`src/rtl/mipf_pkg.sv`:
```
`timescale 1ns / 1ps

package mipf_pkg;

    // register file port
    localparam int APB_AW = 4;
    localparam int APB_DW = 32;

    // register index, taken from paddr[3:2]
    typedef enum logic [1:0] {
        REG_BOX_X  = 2'd0,
        REG_BOX_Y  = 2'd1,
        REG_BOX_Z  = 2'd2,
        REG_CUTOFF = 2'd3
    } t_reg_idx;

    // diff, fold, abs, square, sum ahead of the root pipeline
    localparam int PRE_SQRT_STAGES = 5;

endpackage

```
`src/rtl/mipf_sqrt.sv`:
```
`timescale 1ns / 1ps

module mipf_sqrt #(
    parameter int ROOT_BITS = 24
) (
    input  logic                     i_clk,
    input  logic [2*ROOT_BITS-1:0]   i_rad,
    output logic [ROOT_BITS-1:0]     o_root
);
    import mipf_pkg::*;

    localparam int RB = ROOT_BITS;
    localparam int RW = RB + 2;
    localparam int TW = RB + 4;

    // one result bit per stage, restoring digit recurrence
    logic [2*RB-1:0] r_rad  [0:RB-2];
    logic [RW-1:0]   r_rem  [0:RB-2];
    logic [RB-1:0]   r_root [0:RB-1];

    genvar k;
    generate
        for (k = 0; k < RB; k++) begin : g_step
            logic [2*RB-1:0] w_rad;
            logic [RW-1:0]   w_rem;
            logic [RB-1:0]   w_root;
            logic [TW-1:0]   w_tmp;
            logic [TW-1:0]   w_trial;
            logic            w_ge;

            if (k == 0) begin : g_first
                assign w_rad  = i_rad;
                assign w_rem  = '0;
                assign w_root = '0;
            end else begin : g_next
                assign w_rad  = r_rad[k-1];
                assign w_rem  = r_rem[k-1];
                assign w_root = r_root[k-1];
            end

            assign w_tmp   = {w_rem, w_rad[2*RB-1 -: 2]};
            assign w_trial = {2'b00, w_root, 2'b01};
            assign w_ge    = (w_tmp >= w_trial);

            always_ff @(posedge i_clk) begin
                r_root[k] <= {w_root[RB-2:0], w_ge};
            end

            if (k < RB - 1) begin : g_carry
                logic [TW-1:0] w_diff;
                assign w_diff = w_tmp - w_trial;
                always_ff @(posedge i_clk) begin
                    r_rem[k] <= w_ge ? w_diff[RW-1:0] : w_tmp[RW-1:0];
                    r_rad[k] <= w_rad << 2;
                end
            end
        end
    endgenerate

    assign o_root = r_root[RB-1];

endmodule

```
`config.mk`:
```
export PLATFORM = sky130hd
export DESIGN_NAME = mipf_sqrt
export DESIGN_NICKNAME = d
export VERILOG_FILES = /design/src/rtl/mipf_pkg.sv /design/src/rtl/mipf_sqrt.sv
export SDC_FILE = /design/constraint.sdc
export NUM_CORES = 2
export LEC_CHECK = 0
export BUFFER_PORTS_ARGS = -buffer_cell sky130_fd_sc_hd__buf_2
export CAP_MARGIN = 10
export CORE_MARGIN = 10
export CORE_UTILIZATION = 45
export CTS_CLUSTER_DIAMETER = 60
export DETAILED_ROUTE_END_ITERATION = 8
export SLEW_MARGIN = 20
export SYNTH_ARGS = -nofsm -noshare
export SYNTH_HDL_FRONTEND = slang
export SYNTH_SLANG_ARGS = --single-unit
export TNS_END_PERCENT = 30
```
`constraint.sdc`:
```
create_clock -name i_clk -period 4.1 [get_ports i_clk]
set_clock_uncertainty 0.05 [all_clocks]
set_input_delay 0 -clock i_clk [delete_from_list [all_inputs] [get_ports i_clk]]
set_output_delay 0 -clock i_clk [all_outputs]
set_load 0.02 [all_outputs]
```
==> summary.md <==
| Metric | Value |
|---|---|
| Outcome | `finished, final reports clean` |
| First-pass GRT wire length | `159 mm` |
| Die height | `357 µm` |
| Synth Area per Inst | `10.2 µm²` |
| Syn Nets | `5368` |
| TritonCTS clock tree | `built` |
| Synthesized area | `51000 µm²` |
| Num Clock Sinks | `1415` |
| Cell taking the most area after synthesis | `dfxtp_1` |
| EDFF count, synth | `0` |
| Core area | `112000 µm²` |
| CP arrival | `4140 ps` |
| Starting Density | `0.453` |
| Reg power frac | `0.473` |
| Final hold violation count | `0` |
| # rows | `123` |
| Later-pin clock latency in the skew report | `750 ps` |
| Number of remaining DRC errors | `0` |
| Layout fillers | `10000` |
| IO Pins | `73` |
| Min-Delay Path Class | `flip-flop to flip-flop` |
| Die W | `357 µm` |
| Share of layout cells above drive strength 1 | `0.0834` |
| Max-slew violations | `0` |
| Mapped Cells | `4993` |
| Synthesis-stage register bit count | `1415` |
| Placed Cells incl. Taps | `6512` |
| GRT overflow | `0` |
| CP Data Required Time | `4690 ps` |
| F_max | `0.281 GHz` |
| Minimum clock period after layout | `3560 ps` |
| Non-filler cells in the finished layout | `6884` |
| Vias | `33900` |
| Gr usage total | `0.150` |
| Switch share | `0.271` |
| Longest Clk Path Bufs | `3` |
| Diode count | `0` |
| CTS H-tree depth | `4` |
| Via density | `4.92` |
| P_leak | `27.7 nW` |
| Detailed Route Iter0 Violations | `1804` |
| Clock root cell | `clkbuf_16` |
| Num CTS Buffers | `149` |
| Avg WL per Cell | `13.9 µm` |
| Endpoints failing setup | `0` |
| Post-synthesis sequential area ratio | `0.555` |
| Max FO, Critical Path | `35` |
| P per Cell Area | `631 nW/µm²` |
| Switching power | `0.0102 W` |
| IO buf count | `72` |
| Syn-to-layout area delta | `16.6%` |
| Clock Pin Slew Worst Setup and Hold Paths | `60 ps` |
| Syn. warnings | `0` |
| Antenna Nets Post-Route | `0` |
| Final clock period utilization by the worst path | `0.868` |
| Final net count | `5635` |
| RSZ-0062 raised after global routing | `no` |
| Vias in the first global route | `32600` |
| Post-synth ARST share | `0` |
| Clk network pwr share | `0.371` |
| Max VDD drop | `0.000409 V` |
| Max Cap Viol | `0` |
| Most frequent cells after synthesis | `1415 x dfxtp_1, 411 x inv_1, 331 x nand2_1, 326 x ha_1, 318 x nor2_1` |
| Crit Path Class | `flip-flop to flip-flop` |
| Internal | `0.0274 W` |
| Setup_tns | `0 ps` |
| Logic gate share of total power | `0.156` |
| Initial antenna violation count | `2` |
| CTS-repair resized insts | `0` |
| Final WL | `95.4 mm` |
| Most common cell in the netlist | `dfxtp_1` |
| Crit end category | `flip-flop` |
| Slew margin rel. | `0.367` |
| Die area | `127000 µm²` |
| GP Congestion | `0.856` |
| Post-synth top area share | `0.555` |
| Synth top area cells | `dfxtp_1 56%, ha_1 8.0%, xnor2_1 4.0%, xor2_1 3.8%, inv_1 3.0%` |
| Detail Placement HPWL | `70.5 mm` |
| Synth cell types | `79` |
| CP startpoint kind | `flip-flop` |
| Total power after layout | `0.0376 W` |
| Pin count of the biggest net entering global routing | `48` |
| Worst slew pin tran | `949 ps` |
| First-pass DRT Iterations | `7` |
| Top_reg_cell synth | `dfxtp_1` |
kinds of logic after synthesis:
family	count (synthesis)	synth area share
AOI/OAI and AO/OA	944	0.113
adders and majority gates	326	0.0800
DFF	1415	0.555
and+or+nand+nor	1307	0.126
muxes	49	0.0106
xor gates and xnor gates	458	0.0786
other	1	0.0000735
buffers and inverters	493	0.0365
cell type report:
cell class              instances  area (µm²)  area share
inverters                     413        1550      0.0261
flip-flops and latches       1415       28300       0.476
multi-input cells            3085       20900       0.351
clock buffers                 209        4370      0.0734
clock inverters                66         947      0.0159
repair buffers                196        1550      0.0260
well taps                    1500        1880      0.0315
layout by cell type (no fill, tap or decap), types with 63 or more instances in the layout:
| cell type | n |
|---|---|
| ha_1 | 326 |
| nor4_1 | 66 |
| clkbuf_16 | 150 |
| nor2_1 | 318 |
| nand2b_1 | 63 |
| nand2_1 | 331 |
| nand3_1 | 82 |
| a21o_1 | 101 |
| xor2_1 | 223 |
| dlygate4sd3_1 | 97 |
| xnor2_1 | 235 |
| buf_2 | 72 |
| dfxtp_1 | 1415 |
| nor3_1 | 132 |
| o21ai_0 | 270 |
| inv_1 | 411 |
| a21oi_1 | 297 |
| o21a_1 | 63 |
what timing repair did:
item,in CTS,in global routing
hold endpoints to repair,49,0
hold buffers,97,0
buffers inserted,0,0
power by group through the flow:
stage | registers [W] | logic (W) | clock network [W]
floorplan | 0.0175 | 0.00469 | 0
global placement | 0.0181 | 0.00571 | 0
detailed placement | 0.0181 | 0.00577 | 0
CTS | 0.0178 | 0.00588 | 0.0144
global route | 0.0180 | 0.00667 | 0.0150
finish | 0.0177 | 0.00588 | 0.0139
final timing paths:
kind | depth (start not counted) | start | end | slack [ps]
max | 12 | r_root[2][120] | r_rem[2][160] | 540
min | 0 | r_rad[1][77] | r_rad[1][125] | 260
max reg2reg | 12 | r_root[2][120] | r_rem[2][160] | 540
min reg2reg | 0 | r_rad[1][77] | r_rad[1][125] | 260
routing by layer:
layer,track usage,up-vias,routed length (µm)
met2,0.240,589,42800
met5,0,-,0
met4,0.0511,0,2240
met3,0.0291,156,4660
li1,-,17500,-
met1,0.200,15600,45700
flip-flops by register name, summed over array words and instances, names as in the netlist:
register	count
r_rem	563
r_rad	552
r_root	300
through the flow:
step | setup WS (ps) | util | instance area, µm² | hold WS, ps
after CTS | 586 | 0.529 | 59500 | 260
after global routing | 283 | 0.529 | 59500 | 265
after detailed placement | 666 | 0.473 | 53200 | 53.6
after global placement | 689 | 0.473 | 53200 | 52.3
final | 543 | 0.529 | 59500 | 257
after floorplan | 1150 | - | 51000 | -22.3
critical path, stage by stage (launching register included):
cell	delay, ps
dfxtp_1	320
inv_1	40
ha_1	320
nor2b_1	160
o31a_1	270
o311ai_1	460
o21ai_1	260
a21oi_1	450
o2111ai_1	220
a21boi_4	420
buf_12	230
a211oi_1	70
a21o_1	150
No activity file was read; power rests on OpenSTA's default activity.
