## config.mk

```make
export PLATFORM = sky130hd
export DESIGN_NAME = mipf_cfg
export DESIGN_NICKNAME = d
export VERILOG_FILES = /design/src/rtl/mipf_pkg.sv /design/src/rtl/mipf_cfg.sv
export SDC_FILE = /design/constraint.sdc
export NUM_CORES = 1
export LEC_CHECK = 0
export ABC_AREA = 1
export CORE_MARGIN = 10
export CORE_UTILIZATION = 60
export CTS_CLUSTER_DIAMETER = 100
export CTS_CLUSTER_SIZE = 12
export DETAILED_ROUTE_END_ITERATION = 16
export DONT_BUFFER_PORTS = 1
export GPL_ROUTABILITY_DRIVEN = 0
export PLACE_DENSITY = 0.85
export RECOVER_POWER = 25
export SETUP_SLACK_MARGIN = 0.2
export SLEW_MARGIN = 30
export SYNTH_ARGS = -nofsm -noshare
export SYNTH_HDL_FRONTEND = slang
export SYNTH_SLANG_ARGS = --single-unit
```

## constraint.sdc

```tcl
create_clock -name i_clk -period 19.05 [get_ports i_clk]
set_input_delay 3.81 -clock i_clk [delete_from_list [all_inputs] [get_ports i_clk]]
set_output_delay 3.81 -clock i_clk [all_outputs]
set_load 0.01 [all_outputs]
```

## src/rtl/mipf_pkg.sv

```systemverilog
`timescale 1ns / 1ps

package mipf_pkg;

    // register file port
    localparam int APB_AW = 4;
    localparam int APB_DW = 32;

    // register index, taken from paddr[3:2]
    typedef enum logic [1:0] {
        REG_BOX_X  = 2'd0,
        REG_BOX_Y  = 2'd1,
        REG_BOX_Z  = 2'd2,
        REG_CUTOFF = 2'd3
    } t_reg_idx;

    // diff, fold, abs, square, sum ahead of the root pipeline
    localparam int PRE_SQRT_STAGES = 5;

endpackage

```

## src/rtl/mipf_cfg.sv

```systemverilog
`timescale 1ns / 1ps

module mipf_cfg #(
    parameter int COORD_BITS = 24
) (
    input  logic                        i_clk,
    input  logic                        i_rst_n,
    input  logic                        psel,
    input  logic                        penable,
    input  logic                        pwrite,
    input  logic [mipf_pkg::APB_AW-1:0] paddr,
    input  logic [mipf_pkg::APB_DW-1:0] pwdata,
    output logic [mipf_pkg::APB_DW-1:0] prdata,
    output logic [COORD_BITS-1:0]       o_box_x,
    output logic [COORD_BITS-1:0]       o_box_y,
    output logic [COORD_BITS-1:0]       o_box_z,
    output logic [2*COORD_BITS-1:0]     o_cut_sq
);
    import mipf_pkg::*;

    logic [COORD_BITS-1:0]   r_box_x;
    logic [COORD_BITS-1:0]   r_box_y;
    logic [COORD_BITS-1:0]   r_box_z;
    logic [COORD_BITS-1:0]   r_cut;
    logic [2*COORD_BITS-1:0] r_cut_sq;
    logic [2*COORD_BITS-1:0] w_cut_prod;
    logic                    w_wr;
    t_reg_idx                w_idx;

    assign w_wr  = psel & penable & pwrite;
    assign w_idx = t_reg_idx'(paddr[3:2]);

    always_ff @(posedge i_clk) begin
        if (!i_rst_n) begin
            r_box_x <= '1;
            r_box_y <= '1;
            r_box_z <= '1;
            r_cut   <= '0;
        end else if (w_wr) begin
            case (w_idx)
                REG_BOX_X:  r_box_x <= pwdata[COORD_BITS-1:0];
                REG_BOX_Y:  r_box_y <= pwdata[COORD_BITS-1:0];
                REG_BOX_Z:  r_box_z <= pwdata[COORD_BITS-1:0];
                REG_CUTOFF: r_cut   <= pwdata[COORD_BITS-1:0];
                default: ;
            endcase
        end
    end

    // squared cutoff, registered from the stored cutoff
    assign w_cut_prod = r_cut * r_cut;

    always_ff @(posedge i_clk) begin
        r_cut_sq <= w_cut_prod;
    end

    always_comb begin
        case (w_idx)
            REG_BOX_X:  prdata = APB_DW'(r_box_x);
            REG_BOX_Y:  prdata = APB_DW'(r_box_y);
            REG_BOX_Z:  prdata = APB_DW'(r_box_z);
            REG_CUTOFF: prdata = APB_DW'(r_cut);
            default:    prdata = '0;
        endcase
    end

    assign o_box_x  = r_box_x;
    assign o_box_y  = r_box_y;
    assign o_box_z  = r_box_z;
    assign o_cut_sq = r_cut_sq;

endmodule

```

==> impl_metrics.yaml, run 1 <==
status:
  outcome: "finished, violations left"
  violations: "max-capacitance violations, max-slew violations"
worst_setup_path:
  critPathLaunchType: "input pin"
  crit_type: "input pin to output pin"
  cp-startpoint: "paddr[3]"
  worstPathMaxFanout: 25
  cp.required_ns: 15.24
  cp-endpoint: "prdata[18]"
  reg2reg_depth: 24
  crit_arrival_ns: 5.42
  r2r_setup_slack_ns: 11.66
  r2r_start: "r_cut[3]$_SDFFE_PN0P_"
  rr_endpoint: "o_cut_sq[42]$_DFF_P_"
  endpoint_kind: "output pin"
synth:
  synth.avg_cell_area_um2: 7.69
  yosysWarnings: 0
  ys.flop_type: "dfxtp_1"
  ys_ff_latch: 143
  synth_area_mm2: 0.0225
  synth_top_area_share_pct: 37.5
  yosysUniqueCellTypes: 34
  yosysTopAreaCell: "fa_1"
  synth.top_cells.by_area: "fa_1 (38%), inv_1 (14%), nand2_1 (14%)"
  async_flop_share_pct: 0
  synth-edff-count: 0
  syn_inst: 2929
  yosysSeqAreaShare_pct: 12.7
grt:
  grt_max_degree: 97
  grt_pass1_wl_um: 98500
  track_usage_pct: 27.1
  grt_pass1_vias: 20200
  grt.overflow.total: 0
  antenna_found_initial: 0
placement:
  dp_slack_ns: 10.35
  placedCellCount: 3324
  place_area_mm2: 0.0229
  place_hpwl_um: 46200
  io_buffer_count: 0
drt:
  drtPass1Iterations: 8
  ant_nets: 0
  drcViolationCount: 0
  routed-via-count: 18400
  first_iter_violations: 1518
  wire_per_inst_um: 17.6
  avgViaCountPerCell: 5.48
  drt_wl_total_um: 59000
clocking:
  cts_tree: "done"
  post-cts-setup-buffers: 0
  clock_sinks: 143
  cts_max_level: 4
  numCtsBuffers: 17
  clk_latency_ns: 0.45
  cts_root_buf: "clkbuf_16"
  cts-hold-fix-buffers: 0
  clkTransAtPathRegs_ns: 0.07
  cts_resized: 0
  cts_buffer_depth: 2
layout:
  final_common_cell: "inv_1"
  final_core_util_pct: 63.9
  finalNonFillerCells: 3356
  area_delta_synth_final_pct: 4.34
  stdcell_area_mm2: 0.0235
  nets: 3513
  drive_gt1_share_pct: 4.09
  diodes: 0
  final_cell_mix: "inv_1 (847), nand2_1 (815), fa_1 (422)"
sta:
  setup_viol: 0
  hold_viol: 0
  slew_headroom_pct: -6.82
  finClkSkew_ns: 0.0142
  fin_ws_ns: 9.82
  period_share_pct: 48.4
  max_freq_mhz: 108
  finalMaxSlewViolations: 26
  rsz0062_at_grt: "no"
  worstMarginPinSlew_ns: 1.60
  tns_ns: 0
  fin_crit_ns: 9.23
  holdWs_ns: 0.430
power_and_ir_drop:
  vdd_drop_max_v: 0.0000607
  power.density_mw_per_mm2: 32.0
  p_leak_nw: 14.5
  finalPower_mw: 0.751
flow_run:
  cap_violations: 1
die:
  core_area_mm2: 0.0368
  ios: 193
  die_w_um: 214
  die_h_um: 214
  dieArea_mm2: 0.0457
  start_util_pct: 61.2
  fp-row-count: 70
min_path:
  hold_class: "flip-flop to flip-flop"
cell type report:
cell class	instances	area (um2)
fillers	2825	13300
flip-flops and latches	143	2860
well taps	468	586
clock buffers	17	425
multi-input cells	1825	16000
repair buffers	24	176
inverters	864	3240
clock inverters	15	219
Yosys cell counts (17+ instances only):
| cell | n |
|---|---|
| inv_1 | 846 |
| nand2_1 | 815 |
| fa_1 | 422 |
| ha_1 | 175 |
| dfxtp_1 | 143 |
| nand3_1 | 101 |
| nor2_1 | 94 |
| clkbuf_1 | 79 |
| a21oi_1 | 45 |
| o21ai_0 | 25 |
| xor2_1 | 25 |
| nand4_1 | 18 |
| nor2_2 | 18 |
| inv_2 | 17 |
sequential cells by signal, indices dropped and copies added (netlist names):
name,flops
o_box_z,24
o_cut_sq,47
r_cut,24
o_box_x,24
o_box_y,24
critical path: stages:
cell       delay [ns]
nor2_1           1.16
nand2_1          0.16
o2111ai_1        0.28
routing by layer:
metal  track usage, %  wire length, um  vias up
li1                 -                -     8213
met1             28.3            19500     8903
met2             49.9            31500      965
met3             4.18             4180      298
met4             17.5             3770        0
met5                0                0        -
power breakdown:
part           total, mW  internal, mW  switching [mW]
clock              0.369         0.203           0.166
sequential         0.316         0.306          0.0104
combinational     0.0659        0.0201          0.0459
how the worst min path moves through the flow:
| stage | startpoint | end | slack [ns] | cells after the start |
|---|---|---|---|---|
| 2_1_floorplan | r_cut[0]$_SDFFE_PN0P_ | o_cut_sq[0]$_DFF_P_ | 0.33 | 0 |
| 6_report | r_cut[0]$_SDFFE_PN0P_ | o_cut_sq[0]$_DFF_P_ | 0.43 | 0 |
| 4_1_cts | r_cut[0]$_SDFFE_PN0P_ | o_cut_sq[0]$_DFF_P_ | 0.42 | 0 |
| 5_1_grt | r_cut[0]$_SDFFE_PN0P_ | o_cut_sq[0]$_DFF_P_ | 0.42 | 0 |
| 3_3_place_gp | r_cut[0]$_SDFFE_PN0P_ | o_cut_sq[0]$_DFF_P_ | 0.43 | 0 |
| 3_5_place_dp | r_cut[0]$_SDFFE_PN0P_ | o_cut_sq[0]$_DFF_P_ | 0.42 | 0 |
logic make-up (layout without fill, tap and decap cells):
logic type | count (synthesis) | after routing | synth area share [%]
flops | 143 | 143 | 12.7
buf+inv | 969 | 920 | 16.4
simple gates | 1084 | 1084 | 19.7
fa+ha+maj | 597 | 597 | 47.2
compound gates | 97 | 97 | 2.47
other cells | 1 | 9 | 0.0166
xor+xnor | 38 | 38 | 1.48
(Power assumes the default switching activity.)
==> inputs of run 2 (changes only) <==
--- a/config.mk
+++ b/config.mk
@@ -5,7 +5,7 @@
 export SDC_FILE = /design/constraint.sdc
 export NUM_CORES = 1
 export LEC_CHECK = 0
-export ABC_AREA = 1
+export ABC_AREA = 0
 export CORE_MARGIN = 10
 export CORE_UTILIZATION = 60
 export CTS_CLUSTER_DIAMETER = 100
@@ -13,7 +13,7 @@
 export DETAILED_ROUTE_END_ITERATION = 16
 export DONT_BUFFER_PORTS = 1
 export GPL_ROUTABILITY_DRIVEN = 0
-export PLACE_DENSITY = 0.85
+export PLACE_DENSITY = 0.88
 export RECOVER_POWER = 25
 export SETUP_SLACK_MARGIN = 0.2
 export SLEW_MARGIN = 30
==> constraint.sdc (replaced) <==
create_clock -name i_clk -period 7.5 [get_ports i_clk]
set_input_delay 1.5 -clock i_clk [delete_from_list [all_inputs] [get_ports i_clk]]
set_output_delay 1.5 -clock i_clk [all_outputs]
set_load 0.01 [all_outputs]
==> impl_metrics.yaml, run 2 <==
status:
  outcome: "finished, violations left"
  violations: "max-capacitance violations, max-slew violations"
drt:
  drtPass1Iterations: 6
  wire_per_inst_um: 20.4
  avgViaCountPerCell: 5.85
  drt_wl_total_um: 57600
  first_iter_violations: 1470
  drcViolationCount: 0
  ant_nets: 0
  routed-via-count: 16500
worst_setup_path:
  max_stage_delay_ns: 0.55
  cp_cell_sequence: "buf_4, and2_1, inv_1, fa_1, inv_1, fa_1, inv_1, fa_1, fa_1, inv_1, fa_1, fa_1, inv_1, fa_1, inv_1, ha_1, a21oi_1, o21ai_1, a221o_1, nand2_1, nand2_1, or3b_1, a21oi_1, xnor2_1"
  r2r_setup_slack_ns: 0.49
  worstPathMaxFanout: 7
  endpoint_kind: "flip-flop"
  r2r_start: "r_cut[14]$_SDFFE_PN0P_"
  critPathTopFamily: "adder cells"
  reg2reg_depth: 24
  rr_endpoint: "o_cut_sq[32]$_DFF_P_"
  cpMostUsedCell: "fa_1"
  crit_type: "flip-flop to flip-flop"
  crit_slowest_cell: "fa_1"
  crit_arrival_ns: 7.42
  path_buf_inv: 7
  critPathLaunchType: "flip-flop"
  cp.required_ns: 7.90
clocking:
  cts_max_level: 4
  cts_tree: "done"
  clkTransAtPathRegs_ns: 0.07
  numCtsBuffers: 17
  post-cts-setup-buffers: 0
  cts_root_buf: "clkbuf_16"
  cts-hold-fix-buffers: 0
  clock_sinks: 143
  clk_latency_ns: 0.47
  cts_buffer_depth: 2
grt:
  grt_max_degree: 97
  grt.overflow.total: 0
  grt_pass1_wl_um: 93300
  grt_pass1_vias: 18200
  antenna_found_initial: 0
  track_usage_pct: 26.5
synth:
  async_flop_share_pct: 0
  yosysSeqAreaShare_pct: 13.2
  synth_area_mm2: 0.0216
  synth.avg_cell_area_um2: 9.05
  ys_top_cells_by_count: "inv_1 (598), fa_1 (422), nand2_1 (380), ha_1 (175), dfxtp_1 (143)"
  yosysUniqueCellTypes: 68
  synth-edff-count: 0
  yosysMostFrequentCell: "inv_1"
  synth.top_cells.by_area: "fa_1 (39%), dfxtp_1 (13%), inv_1 (10%)"
  ys.flop_type: "dfxtp_1"
  syn_inst: 2390
  synth_top_area_share_pct: 39.1
  ys_ff_latch: 143
  yosysTopAreaCell: "fa_1"
  yosysWarnings: 0
placement:
  io_buffer_count: 0
  dp_slack_ns: 0.388
  place_hpwl_um: 46800
  place_area_mm2: 0.0221
power_and_ir_drop:
  power.density_mw_per_mm2: 77.5
  vdd_drop_max_v: 0.000177
  p_leak_nw: 12.4
layout:
  drive_gt1_share_pct: 6.02
  stdcell_area_mm2: 0.0227
  nets: 2984
  largest_reg_flops: 47
  final_common_cell: "inv_1"
  area_delta_synth_final_pct: 5.09
  diodes: 0
  final_cell_mix: "inv_1 (598), fa_1 (422), nand2_1 (380)"
sta:
  rsz0062_at_grt: "no"
  setup_viol: 0
  finalMaxSlewViolations: 25
  worstMarginPinSlew_ns: 1.77
  finClkSkew_ns: 0.0108
  tns_ns: 0
  hold_viol: 0
  fin_crit_ns: 7.01
  max_freq_mhz: 143
  period_share_pct: 93.5
  fin_ws_ns: 0.486
  slew_headroom_pct: -17.8
die:
  core_area_mm2: 0.0356
  die_w_um: 210
  fp-row-count: 69
  ios: 193
  start_util_pct: 60.8
  die_h_um: 210
  dieArea_mm2: 0.0440
min_path:
  hold_depth: 2
  min_from: "r_cut[23]$_SDFFE_PN0P_"
  hold_end: "r_cut[23]$_SDFFE_PN0P_"
  hold_class: "flip-flop to flip-flop"
flow_run:
  cap_violations: 1
[run 2: through the flow]
| stage | total power, mW | util, % | hold WS, ns | instances |
|---|---|---|---|---|
| floorplan | 0.889 | - | 0.405 | 2398 |
| global placement | 0.902 | 62.1 | 0.500 | 2788 |
| detailed placement | 0.907 | 62.1 | 0.522 | 2788 |
| CTS | 1.77 | 63.7 | 0.531 | 2819 |
| global route | 1.80 | 63.9 | 0.563 | 2819 |
| finish | 1.76 | 63.9 | 0.541 | 2819 |
[run 2: layer usage]
| layer | GRT usage (%) | part of all wire (%) | vias up |
|---|---|---|---|
| met4 | 13.6 | 5.2 | 0 |
| met5 | 0 | 0 | - |
| met2 | 48.1 | 54 | 974 |
| met3 | 5.32 | 8.4 | 272 |
| li1 | - | - | 7047 |
| met1 | 28.6 | 33 | 8208 |
[run 2: what timing repair did]
| action | in CTS | in global routing |
|---|---|---|
| endpoints found under the setup margin | 0 | 14 |
| gates resized for setup | 0 | 19 |
| endpoints found under the hold margin | 0 | 0 |
[run 2: how the worst max path moves through the flow]
stage                                      start              endpoint  slack, ns  cells after the start
after floorplan            r_cut[2]$_SDFFE_PN0P_  o_cut_sq[37]$_DFF_P_       0.93                     25
after global placement     r_cut[2]$_SDFFE_PN0P_  o_cut_sq[37]$_DFF_P_       0.54                     24
after detailed placement  r_cut[10]$_SDFFE_PN0P_  o_cut_sq[47]$_DFF_P_       0.39                     21
after CTS                  r_cut[8]$_SDFFE_PN0P_  o_cut_sq[47]$_DFF_P_       0.34                     23
after global routing      r_cut[14]$_SDFFE_PN0P_  o_cut_sq[32]$_DFF_P_       0.19                     24
final                     r_cut[14]$_SDFFE_PN0P_  o_cut_sq[32]$_DFF_P_       0.49                     24
[run 2: worst reg2reg max path, stage by stage (launching register included)]
cell	delay, ns
dfxtp_1	0.44
buf_4	0.21
and2_1	0.19
inv_1	0.09
fa_1	0.55
inv_1	0.06
fa_1	0.51
inv_1	0.07
fa_1	0.54
fa_1	0.54
inv_1	0.07
fa_1	0.50
fa_1	0.52
inv_1	0.06
fa_1	0.49
inv_1	0.05
ha_1	0.36
a21oi_1	0.29
o21ai_1	0.15
a221o_1	0.38
nand2_1	0.08
nand2_1	0.11
or3b_1	0.37
a21oi_1	0.20
xnor2_1	0.14
[run 2: area by class of cell]
class                           count  area, um2
Fill cell                        2615      12800
Inverter                          598       2240
Tap cell                          461        577
Timing Repair Buffer               45        354
Clock buffer                       17        425
Sequential cell                   143       2880
Multi-Input combinational cell   1541      16100
Clock inverter                     14        146
[run 2: logic make-up (layout without fill, tap and decap cells)]
| family | after synthesis | count (layout) | share of synthesized area, % |
|---|---|---|---|
| buffers and inverters | 714 | 674 | 12.6 |
| and+or+nand+nor | 679 | 679 | 14.5 |
| adders and majority gates | 597 | 597 | 49.2 |
| AOI/OAI and AO/OA | 179 | 179 | 5.76 |
| DFF | 143 | 143 | 13.2 |
| xor gates and xnor gates | 50 | 50 | 2.03 |
| muxes | 27 | 27 | 2.65 |
| other | 1 | 9 | 0.0173 |
[run 2: power by group]
| part | total (mW) | switching (mW) | leakage [nW] | internal, mW |
|---|---|---|---|---|
| Clock | 0.869 | 0.404 | 0.269 | 0.465 |
| Combinational | 0.0974 | 0.0568 | 10.9 | 0.0406 |
| Sequential | 0.795 | 0.0225 | 1.17 | 0.772 |
