File: config.mk
export PLATFORM = sky130hd
export DESIGN_NAME = mipf_axis
export DESIGN_NICKNAME = d
export VERILOG_FILES = /design/src/rtl/mipf_pkg.sv /design/src/rtl/mipf_axis.sv
export SDC_FILE = /design/constraint.sdc
export NUM_CORES = 1
export LEC_CHECK = 0
export BUFFER_PORTS_ARGS = -buffer_cell sky130_fd_sc_hd__buf_2
export CAP_MARGIN = 10
export CORE_MARGIN = 4
export CORE_UTILIZATION = 65
export DETAILED_ROUTE_END_ITERATION = 10
export PLACE_DENSITY = 0.84
export SKIP_LAST_GASP = 1
export SLEW_MARGIN = 10
export SYNTH_ARGS = -nofsm -noshare
export SYNTH_HDL_FRONTEND = slang
export SYNTH_SLANG_ARGS = --single-unit
export TNS_END_PERCENT = 5
File: constraint.sdc
create_clock -name i_clk -period 8.5 [get_ports i_clk]
set_input_delay 1.7 -clock i_clk [delete_from_list [all_inputs] [get_ports i_clk]]
set_output_delay 1.7 -clock i_clk [all_outputs]
set_load 0.05 [all_outputs]
File: src/rtl/mipf_pkg.sv
`timescale 1ns / 1ps

package mipf_pkg;

    // register file port
    localparam int APB_AW = 4;
    localparam int APB_DW = 32;

    // register index, taken from paddr[3:2]
    typedef enum logic [1:0] {
        REG_BOX_X  = 2'd0,
        REG_BOX_Y  = 2'd1,
        REG_BOX_Z  = 2'd2,
        REG_CUTOFF = 2'd3
    } t_reg_idx;

    // diff, fold, abs, square, sum ahead of the root pipeline
    localparam int PRE_SQRT_STAGES = 5;

endpackage

File: src/rtl/mipf_axis.sv
`timescale 1ns / 1ps

module mipf_axis #(
    parameter int COORD_BITS = 24
) (
    input  logic                         i_clk,
    input  logic [COORD_BITS-1:0]        i_from,
    input  logic [COORD_BITS-1:0]        i_to,
    input  logic [COORD_BITS-1:0]        i_len,
    output logic signed [COORD_BITS-1:0] o_delta,
    output logic [2*COORD_BITS-2:0]      o_sq
);
    import mipf_pkg::*;

    localparam int CB = COORD_BITS;
    localparam int FW = CB + 3;
    localparam logic signed [FW-1:0] SAT_MAX = {4'b0000, {(CB-1){1'b1}}};
    localparam logic signed [FW-1:0] SAT_MIN = {4'b1111, {(CB-1){1'b0}}};

    logic signed [CB:0]     r_diff;
    logic signed [CB-1:0]   r_delta;
    logic [CB-1:0]          r_abs;
    logic [2*CB-2:0]        r_sq;

    logic signed [FW-1:0]   w_d;
    logic signed [FW-1:0]   w_d2;
    logic signed [FW-1:0]   w_len;
    logic signed [FW-1:0]   w_fold;
    logic signed [FW-1:0]   w_sat;
    logic [CB-1:0]          w_u;
    logic [2*CB-1:0]        w_prod;

    // stage 1: raw separation
    always_ff @(posedge i_clk) begin
        r_diff <= $signed({1'b0, i_to}) - $signed({1'b0, i_from});
    end

    // stage 2: single minimum-image fold, then clamp to the signed range
    always_comb begin
        w_d   = {{2{r_diff[CB]}}, r_diff};
        w_d2  = w_d <<< 1;
        w_len = $signed({3'b000, i_len});
        if (w_d2 > w_len) begin
            w_fold = w_d - w_len;
        end else if (w_d2 < -w_len) begin
            w_fold = w_d + w_len;
        end else begin
            w_fold = w_d;
        end
        if (w_fold > SAT_MAX) begin
            w_sat = SAT_MAX;
        end else if (w_fold < SAT_MIN) begin
            w_sat = SAT_MIN;
        end else begin
            w_sat = w_fold;
        end
    end

    always_ff @(posedge i_clk) begin
        r_delta <= w_sat[CB-1:0];
    end

    // stage 3: magnitude, most negative value maps to 2^(CB-1)
    assign w_u = r_delta;

    always_ff @(posedge i_clk) begin
        r_abs <= w_u[CB-1] ? (~w_u + 1'b1) : w_u;
    end

    // stage 4: square
    assign w_prod = r_abs * r_abs;

    always_ff @(posedge i_clk) begin
        r_sq <= w_prod[2*CB-2:0];
    end

    assign o_delta = r_delta;
    assign o_sq    = r_sq;

endmodule

==> flow_summary.json, run 1 <==
{
  "status": "finished, final reports clean",
  "worst_path_largest_cell_delay_ns": 1.12,
  "synth_simple_gate_area_share_pct": 12.61,
  "period_share_pct": 94.98,
  "crit_path_cell_trace": "nand2_1, fa_1, inv_1, fa_1, fa_1, inv_1, fa_1, inv_1, fa_1, fa_1, inv_1, fa_1, inv_1, ha_1, a21oi_1, o21ai_0, a221oi_1, nand2_1, o21ai_1, nand4_1, a41oi_1, nand2b_1, a21oi_1, xnor2_1",
  "grt_pass1_vias": 21458,
  "yosysUniqueCellTypes": 81,
  "drv_slew": 0,
  "cp_slowest_cell": "dfxtp_1",
  "critPathTopFamily": "adder cells",
  "vias": 19890,
  "row_count": 71,
  "async_reset_ff_share_pct": 0,
  "worstPathMaxFanout": 25,
  "io_pins": 144,
  "tightest_slew_ns": 1.202,
  "core_um2": 37580,
  "synth_flop_cell": "dfxtp_1",
  "area_growth_syn_to_layout_pct": 7.425,
  "yosysSeqAreaShare_pct": 9.630,
  "period_minus_slack_ns": 8.073,
  "yosys.area_share.adder_pct": 49.74,
  "synthTopCellsByArea": "fa_1 (35%), ha_1 (15%), inv_1 (10%), dfxtp_1 (9.6%), nand2_1 (3.4%)",
  "synth_compound_area_share_pct": 11.92,
  "drv_cap": 0,
  "ctsResizeCount": 0,
  "grt_start_max_net_pins": 32,
  "dpl.hpwl_um": 51900,
  "hold_path.class": "reg2reg",
  "grt_util_all_layers_pct": 32.01,
  "drive_above_1_share_pct": 7.879,
  "viasPerCell": 5.799,
  "wl_per_cell_um": 18.50,
  "nets": 3705,
  "route.detailed.drc": 0,
  "antenna_found_initial": 0,
  "synth-edff-count": 0,
  "dieArea_um2": 41250,
  "crit_type": "reg2reg",
  "hold_buffers": 0,
  "first_iter_violations": 1709,
  "crit_path_start_kind": "register",
  "cts_tree": "done",
  "setup_viol": 0,
  "antenna_cells": 0,
  "synth_most_common_cell": "inv_1",
  "synth-xor-area-share_pct": 4.178,
  "syn_area_um2": 24740,
  "fmax_mhz": 123.9,
  "clk_path_buf_depth": 2,
  "synth.top_cell.area_share_pct": 34.72,
  "synth_mux_area_share_pct": 0.2074,
  "drtPass1Iterations": 6,
  "grt_pass1_wl_um": 106300,
  "hold_viol": 0,
  "placed_cells": 3398,
  "die-height_um": 203.1,
  "cp_common_cell": "fa_1",
  "path_buf_inv": 5,
  "port_buffers": 142,
  "clock_skew_ns": 0.01854,
  "yosys.area.top_type": "fa_1",
  "h-tree-depth": 4,
  "ys_warn_count": 0,
  "rsz0062_at_grt": "false",
  "cts-root-buf": "clkbuf_16",
  "cp.required_ns": 8.88,
  "die_w_um": 203.1,
  "cp-end-kind": "register",
  "numCtsBuffers": 17,
  "arrival_ns": 8.45,
  "layout.cells.non_filler": 3430,
  "syn_nets": 3599,
  "gp_congestion": 0.9523,
  "grt_overflow": 0,
  "initial_utilization_pct": 65.83,
  "antenna_left": 0,
  "clk_pin_slew_ns": 0.07,
  "clk_latency_ns": 0.46,
  "synth_area_per_cell_um2": 8.835,
  "ys_ff_latch": 119,
  "synthCells": 2800,
  "clkSinkCount": 119,
  "routed_wl_um": 63470,
  "synth_top_family_by_area": "adder cells",
  "synthTopCellsByCount": "inv_1 (680), fa_1 (429), ha_1 (297), nand2_1 (222), and2_1 (124)",
  "setup_tns_ns": 0,
  "relSlewSlack_pct": 19.74,
  "post_cts_buffers": 0
}
cells in the final DEF, fill, tap and decap left out, types with 11 or more instances in the layout:
cell	synthesis	layout
ha_1	297	297
clkbuf_16	0	17
o21bai_1	22	22
nor2b_1	27	27
xnor2_1	93	93
buf_4	1	28
o21ai_0	74	74
nor2_1	100	100
nand4_1	25	25
nor4_1	15	15
buf_2	12	142
a211oi_1	13	13
nand2_1	222	222
fa_1	429	429
a221oi_1	21	21
nand3_1	32	32
dfxtp_1	119	119
a21o_1	47	47
nor3_1	28	28
a31oi_1	12	11
inv_1	680	680
xor2_1	25	25
nand2b_1	19	19
o31ai_1	14	14
o22ai_1	22	22
a21oi_1	113	113
and2_1	124	124
stage by stage:
stage               worst slack (ns)  instance area [um^2]  util (%)  hold WS [ns]
floorplan                      1.759                 24740         -        0.3847
global placement              0.7522                 25970     69.10        0.3734
detailed placement            0.6493                 25970     69.10        0.3730
CTS                           0.5800                 26580     70.72        0.3814
global route                  0.1043                 26580     70.72        0.3952
finish                        0.4271                 26580     70.72        0.3822
area by class of cell:
cell class	count	area [um^2]
clock buffers	17	425.4
clock inverters	15	183.9
fillers	2764	11000
inverters	681	2556
multi-input cells	1917	19470
flip-flops and latches	119	2382
well taps	511	639.4
repair buffers	170	920.9
path summary, 6_finish.rpt:
check                   startpoint                to  slack, ns  cells after the start
max               r_abs[3]$_DFF_P_  o_sq[43]$_DFF_P_       0.43                     24
min reg2reg  o_delta[0]$_SDFF_PN1_  r_abs[0]$_DFF_P_       0.38                      0
min          o_delta[0]$_SDFF_PN1_  r_abs[0]$_DFF_P_       0.38                      0
max reg2reg       r_abs[3]$_DFF_P_  o_sq[43]$_DFF_P_       0.43                     24
state kept, by name, indices dropped and copies added (netlist names):
| signal | cells |
|---|---|
| r_diff | 25 |
| o_sq | 46 |
| r_abs | 24 |
| o_delta | 24 |
per-layer routing:
layer / vias up / part of all wire [%] / global-route usage (%) / routed length [um]
met5: - / 0 / 0 / 0
met4: 0 / 5.6 / 15.06 / 3562
met3: 232 / 8.7 / 6.948 / 5531
met2: 937 / 48 / 54.00 / 30540
met1: 9663 / 38 / 39.50 / 23840
li1: 9058 / - / - / -
cells by family after synthesis:
family / after synthesis
xor gates and xnor gates: 118
other: 1
muxes: 5
adders and majority gates: 726
AOI/OAI and AO/OA: 435
and+or+nand+nor: 632
buffers and inverters: 764
DFF: 119
Power of run 1 is not shown: default switching activity piles up to over one toggle a cycle in this logic, so the estimate is an artifact.
==> run 2: changes to the inputs <==
Settings changed: RECOVER_POWER set to 100.
==> run 2 against run 1 <==
Via count hardly changed. Clock skew rose by 0.0027 ns. Critical path depth did not move. Cell area fell by 0.42%. Final cell count unchanged. Sequential share of layout area about the same. Global-route usage unchanged. Non-clock buffer count did not move. Setup slack worse by 0.034 ns. Fmax down 0.42%. Die area is the same. Critical path type unchanged. Critical endpoint is now o_sq[46]$_DFF_P_.
==> flow_summary.json, run 2 (synthesis gave the netlist of run 1 again) <==
{
  "status": "finished, final reports clean",
  "drv_cap": 0,
  "reg2reg_to": "o_sq[46]$_DFF_P_",
  "row_count": 71,
  "layout_commonest_cell": "inv_1",
  "cts_tree": "done",
  "hold_path.class": "reg2reg",
  "clkSinkCount": 119,
  "grt_pass1_vias": 21458,
  "fmax_mhz": 123.4,
  "nFillCells": 2804,
  "wl_met2_um": 30640,
  "antenna_cells": 0,
  "port_buffers": 142,
  "core_um2": 37580,
  "layout.cells.non_filler": 3430,
  "relSlewSlack_pct": 9.781,
  "ctsResizeCount": 0,
  "grt_util_all_layers_pct": 32.01,
  "drtPass1Iterations": 5,
  "gp_congestion": 0.9523,
  "drv_slew": 0,
  "numCtsBuffers": 17,
  "tightest_slew_ns": 1.347,
  "grt_start_max_net_pins": 32,
  "dpl.hpwl_um": 51900,
  "largest_register_ffs": 46,
  "grt_pass1_wl_um": 106300,
  "crit_type": "reg2reg",
  "rsz0062_at_grt": "false",
  "antenna_found_initial": 0,
  "wl_per_cell_um": 18.50,
  "placed_cells": 3398,
  "route.detailed.drc": 0,
  "grt_overflow": 0,
  "period_minus_slack_ns": 8.107,
  "rr_worst_depth": 24,
  "hold_viol": 0,
  "period_share_pct": 95.37,
  "worst_slack_ns": 0.3934,
  "endpoint": "o_sq[46]$_DFF_P_",
  "r2r_start": "r_abs[5]$_DFF_P_",
  "post_cts_buffers": 0,
  "r2r_setup_slack_ns": 0.39,
  "hold_buffers": 0,
  "cp.required_ns": 8.84,
  "antenna_left": 0,
  "h-tree-depth": 4,
  "drive_above_1_share_pct": 5.276,
  "cp-end-kind": "register",
  "clock_skew_ns": 0.02128,
  "cts-root-buf": "clkbuf_16",
  "io_pins": 144,
  "setup_tns_ns": 0,
  "nets": 3705,
  "routed_wl_um": 63450,
  "wl_met3_um": 5510,
  "arrival_ns": 8.44,
  "vias": 19877,
  "layout_common_cells": "inv_1 (680), fa_1 (429), ha_1 (297)",
  "clk_pin_slew_ns": 0.08,
  "wl_met1_um": 23820,
  "initial_utilization_pct": 65.83,
  "die-height_um": 203.1,
  "clk_latency_ns": 0.47,
  "dieArea_um2": 41250,
  "first_iter_violations": 1720,
  "crit_path_start_kind": "register",
  "preCtsSetupSlack_ns": 0.6493,
  "worstPathMaxFanout": 18,
  "crit_path_start": "r_abs[5]$_DFF_P_",
  "area_growth_syn_to_layout_pct": 6.974,
  "top_layer": "met4",
  "viasPerCell": 5.795,
  "clk_path_buf_depth": 2,
  "setup_viol": 0,
  "hold_depth": 0,
  "die_w_um": 203.1
}
## run 2: cell types whose count changed in the layout (fill, tap and decap cells not counted), sizes merged
cell,change
buf,-74
clkbuf,+74
## run 2: final cells by class
type	count	area [um^2]	area share [%]
Inverter	681	2556	9.659
Multi-Input combinational cell	1917	19450	73.51
Clock buffer	17	425.4	1.607
Tap cell	511	639.4	2.416
Clock inverter	15	183.9	0.6950
Sequential cell	119	2382	9.002
Timing Repair Buffer	170	823.3	3.111
## run 2: worst min path at each step
stage	from	end	slack, ns
4_1_cts	o_delta[0]$_SDFF_PN1_	r_abs[0]$_DFF_P_	0.38
6_report	o_delta[0]$_SDFF_PN1_	r_abs[0]$_DFF_P_	0.38
2_1_floorplan	r_abs[0]$_DFF_P_	o_sq[0]$_DFF_P_	0.38
3_3_place_gp	o_delta[0]$_SDFF_PN1_	r_abs[0]$_DFF_P_	0.37
3_5_place_dp	o_delta[0]$_SDFF_PN1_	r_abs[0]$_DFF_P_	0.37
5_1_grt	o_delta[0]$_SDFF_PN1_	r_abs[0]$_DFF_P_	0.40
## run 2: layer usage
metal	GRT usage, %	vias up
met5	0	-
met4	15.06	0
met3	6.948	214
met2	54.00	911
met1	39.50	9690
li1	-	9062
## run 2: through the flow
stage	util (%)	hold slack (ns)	area [um^2]
after CTS	70.72	0.3814	26580
after detailed placement	69.10	0.3730	25970
final	70.43	0.3791	26460
after global routing	70.43	0.3979	26460
after floorplan	-	0.3847	24740
after global placement	69.10	0.3734	25970
## run 2: critical path, stage by stage (launching register included)
cell	delay, ns
dfxtp_1	0.94
clkbuf_1	0.44
nand2_1	0.19
inv_1	0.11
fa_1	0.43
fa_1	0.52
inv_1	0.06
fa_1	0.53
inv_1	0.04
ha_1	0.29
ha_1	0.33
fa_1	0.53
fa_1	0.51
ha_1	0.40
and3_1	0.23
o211a_1	0.18
a221oi_1	0.10
buf_4	0.18
o21ai_1	0.43
nand4b_1	0.39
nand4b_1	0.32
a31oi_1	0.18
o21ai_0	0.34
and4_1	0.25
nor3_1	0.05
Power of run 2 is left out for the same reason.
==> run 3: changes to the inputs <==
Settings changed: CORE_ASPECT_RATIO set to 0.75.
==> run 3 against run 2 <==
Fmax decreased by 1.3%. Global-route usage increased by 1.3 points. Critical endpoint is now o_sq[43]$_DFF_P_. Sequential share of layout area about the same. Highest routed layer is now met5. Critical path type unchanged.
==> flow_summary.json, run 3 (synthesis gave the netlist of run 1 again) <==
{
  "largest_register_ffs": 46,
  "clk_pin_slew_ns": 0.07,
  "die-height_um": 177.0,
  "cp_common_cell": "fa_1",
  "hold_buffers": 0,
  "crit_path_start": "r_abs[22]$_DFF_P_",
  "gp_congestion": 0.9654,
  "tightest_slew_ns": 1.091,
  "clock_skew_ns": 0.01625,
  "row_count": 61,
  "crit_path_cell_trace": "nand2_1, fa_1, inv_1, fa_1, fa_1, inv_1, fa_1, inv_1, fa_1, fa_1, inv_1, fa_1, inv_1, ha_1, a21o_1, a21o_1, a221oi_1, nand2_1, o21ai_1, nand4_1, a41oi_1, nand2b_1, a21oi_1, xnor2_1",
  "antenna_found_initial": 1,
  "layout_common_cells": "inv_1 (680), fa_1 (429), ha_1 (297)",
  "worst_path_largest_cell_delay_ns": 1.04,
  "vias": 20152,
  "status": "finished, final reports clean",
  "fmax_mhz": 121.7,
  "viasPerCell": 5.886,
  "grt_pass1_wl_um": 109200,
  "dieArea_um2": 41280,
  "clk_latency_ns": 0.45,
  "port_buffers": 142,
  "arrival_ns": 8.57,
  "initial_utilization_pct": 66.28,
  "min-delay-start": "o_delta[0]$_SDFF_PN1_",
  "period_minus_slack_ns": 8.214,
  "io_pins": 144,
  "route.detailed.drc": 0,
  "path_buf_inv": 5,
  "antenna_cells": 0,
  "numCtsBuffers": 17,
  "antenna_left": 0,
  "grt_pass1_vias": 21425,
  "first_iter_violations": 1911,
  "critPathTopFamily": "adder cells",
  "period_share_pct": 96.64,
  "wl_per_cell_um": 19.29,
  "cts-root-buf": "clkbuf_16",
  "cts_tree": "done",
  "nets": 3706,
  "worstPathMaxFanout": 24,
  "clkSinkCount": 119,
  "die_w_um": 233.3,
  "area_growth_syn_to_layout_pct": 7.177,
  "setup_viol": 0,
  "grt_overflow": 0,
  "clk_path_buf_depth": 2,
  "drv_cap": 0,
  "hold_path.class": "reg2reg",
  "relSlewSlack_pct": 26.61,
  "grt_start_max_net_pins": 32,
  "layout_commonest_cell": "inv_1",
  "drive_above_1_share_pct": 5.445,
  "core_um2": 37320,
  "drtPass1Iterations": 7,
  "dpl.hpwl_um": 54310,
  "cp-end-kind": "register",
  "drv_slew": 0,
  "hold_viol": 0,
  "nFillCells": 2875,
  "r2r_start": "r_abs[22]$_DFF_P_",
  "crit_path_start_kind": "register",
  "cp.required_ns": 8.86,
  "rsz0062_at_grt": "false",
  "setup_tns_ns": 0,
  "crit_type": "reg2reg",
  "cp_slowest_cell": "dfxtp_1",
  "routed_wl_um": 66070,
  "h-tree-depth": 4,
  "grt_util_all_layers_pct": 33.28
}
run 3: changes by cell type in the layout (fill, tap and decap cells not counted), sizes merged:
cell	previous run	this run
clkinvlp	2	4
bufinv	2	4
buf	96	97
clkbuf	91	93
inv	688	682
run 3: final timing paths:
kind                       to  slack (ns)  cells past startpoint
max reg2reg  o_sq[43]$_DFF_P_        0.29                     24
max          o_sq[43]$_DFF_P_        0.29                     24
min          r_abs[0]$_DFF_P_        0.46                      0
min reg2reg  r_abs[0]$_DFF_P_        0.46                      0
run 3: worst reg2reg max path, delay by kind of cell (launching register included):
family	cells	cell delay (ns)
adder cells (fa/ha/maj)	8	3.90
AO/OA/AOI/OAI	6	2.07
flip-flops	1	1.04
AND/OR/NAND/NOR	4	0.74
buffers and inverters	5	0.25
XOR/XNOR	1	0.14
run 3: layout make-up:
class / count / area (um^2) / area share [%]
Tap cell: 504 / 630.6 / 2.378
Multi-Input combinational cell: 1917 / 19460 / 73.40
Clock buffer: 19 / 452.9 / 1.708
Clock inverter: 13 / 193.9 / 0.7314
Inverter: 681 / 2556 / 9.641
Sequential cell: 119 / 2387 / 9.004
Timing Repair Buffer: 171 / 830.8 / 3.133
run 3: routing by layer:
metal	GRT usage, %	share of wire [%]	vias up
li1	-	-	9066
met1	46.14	42	9942
met2	53.13	46	976
met3	7.416	9.4	166
met4	9.433	3.1	2
met5	0	0.020	-
run 3: timing repair:
item	4_1_cts	5_1_grt
gates resized for setup	0	4
setup endpoints to repair	0	2
buffers inserted	0	0
run 3: per-stage QoR:
stage	worst slack (ns)	instances	hold WS (ns)	cell area (um^2)	utilization (%)
floorplan	1.759	2800	0.3847	24740	-
global placement	0.7514	3392	0.4482	25960	69.57
detailed placement	0.4823	3392	0.4674	25960	69.57
CTS	0.4412	3424	0.4565	26610	71.30
global route	0.02717	3424	0.4571	26510	71.04
finish	0.2858	3424	0.4582	26510	71.04
Power of run 3 is left out for the same reason.
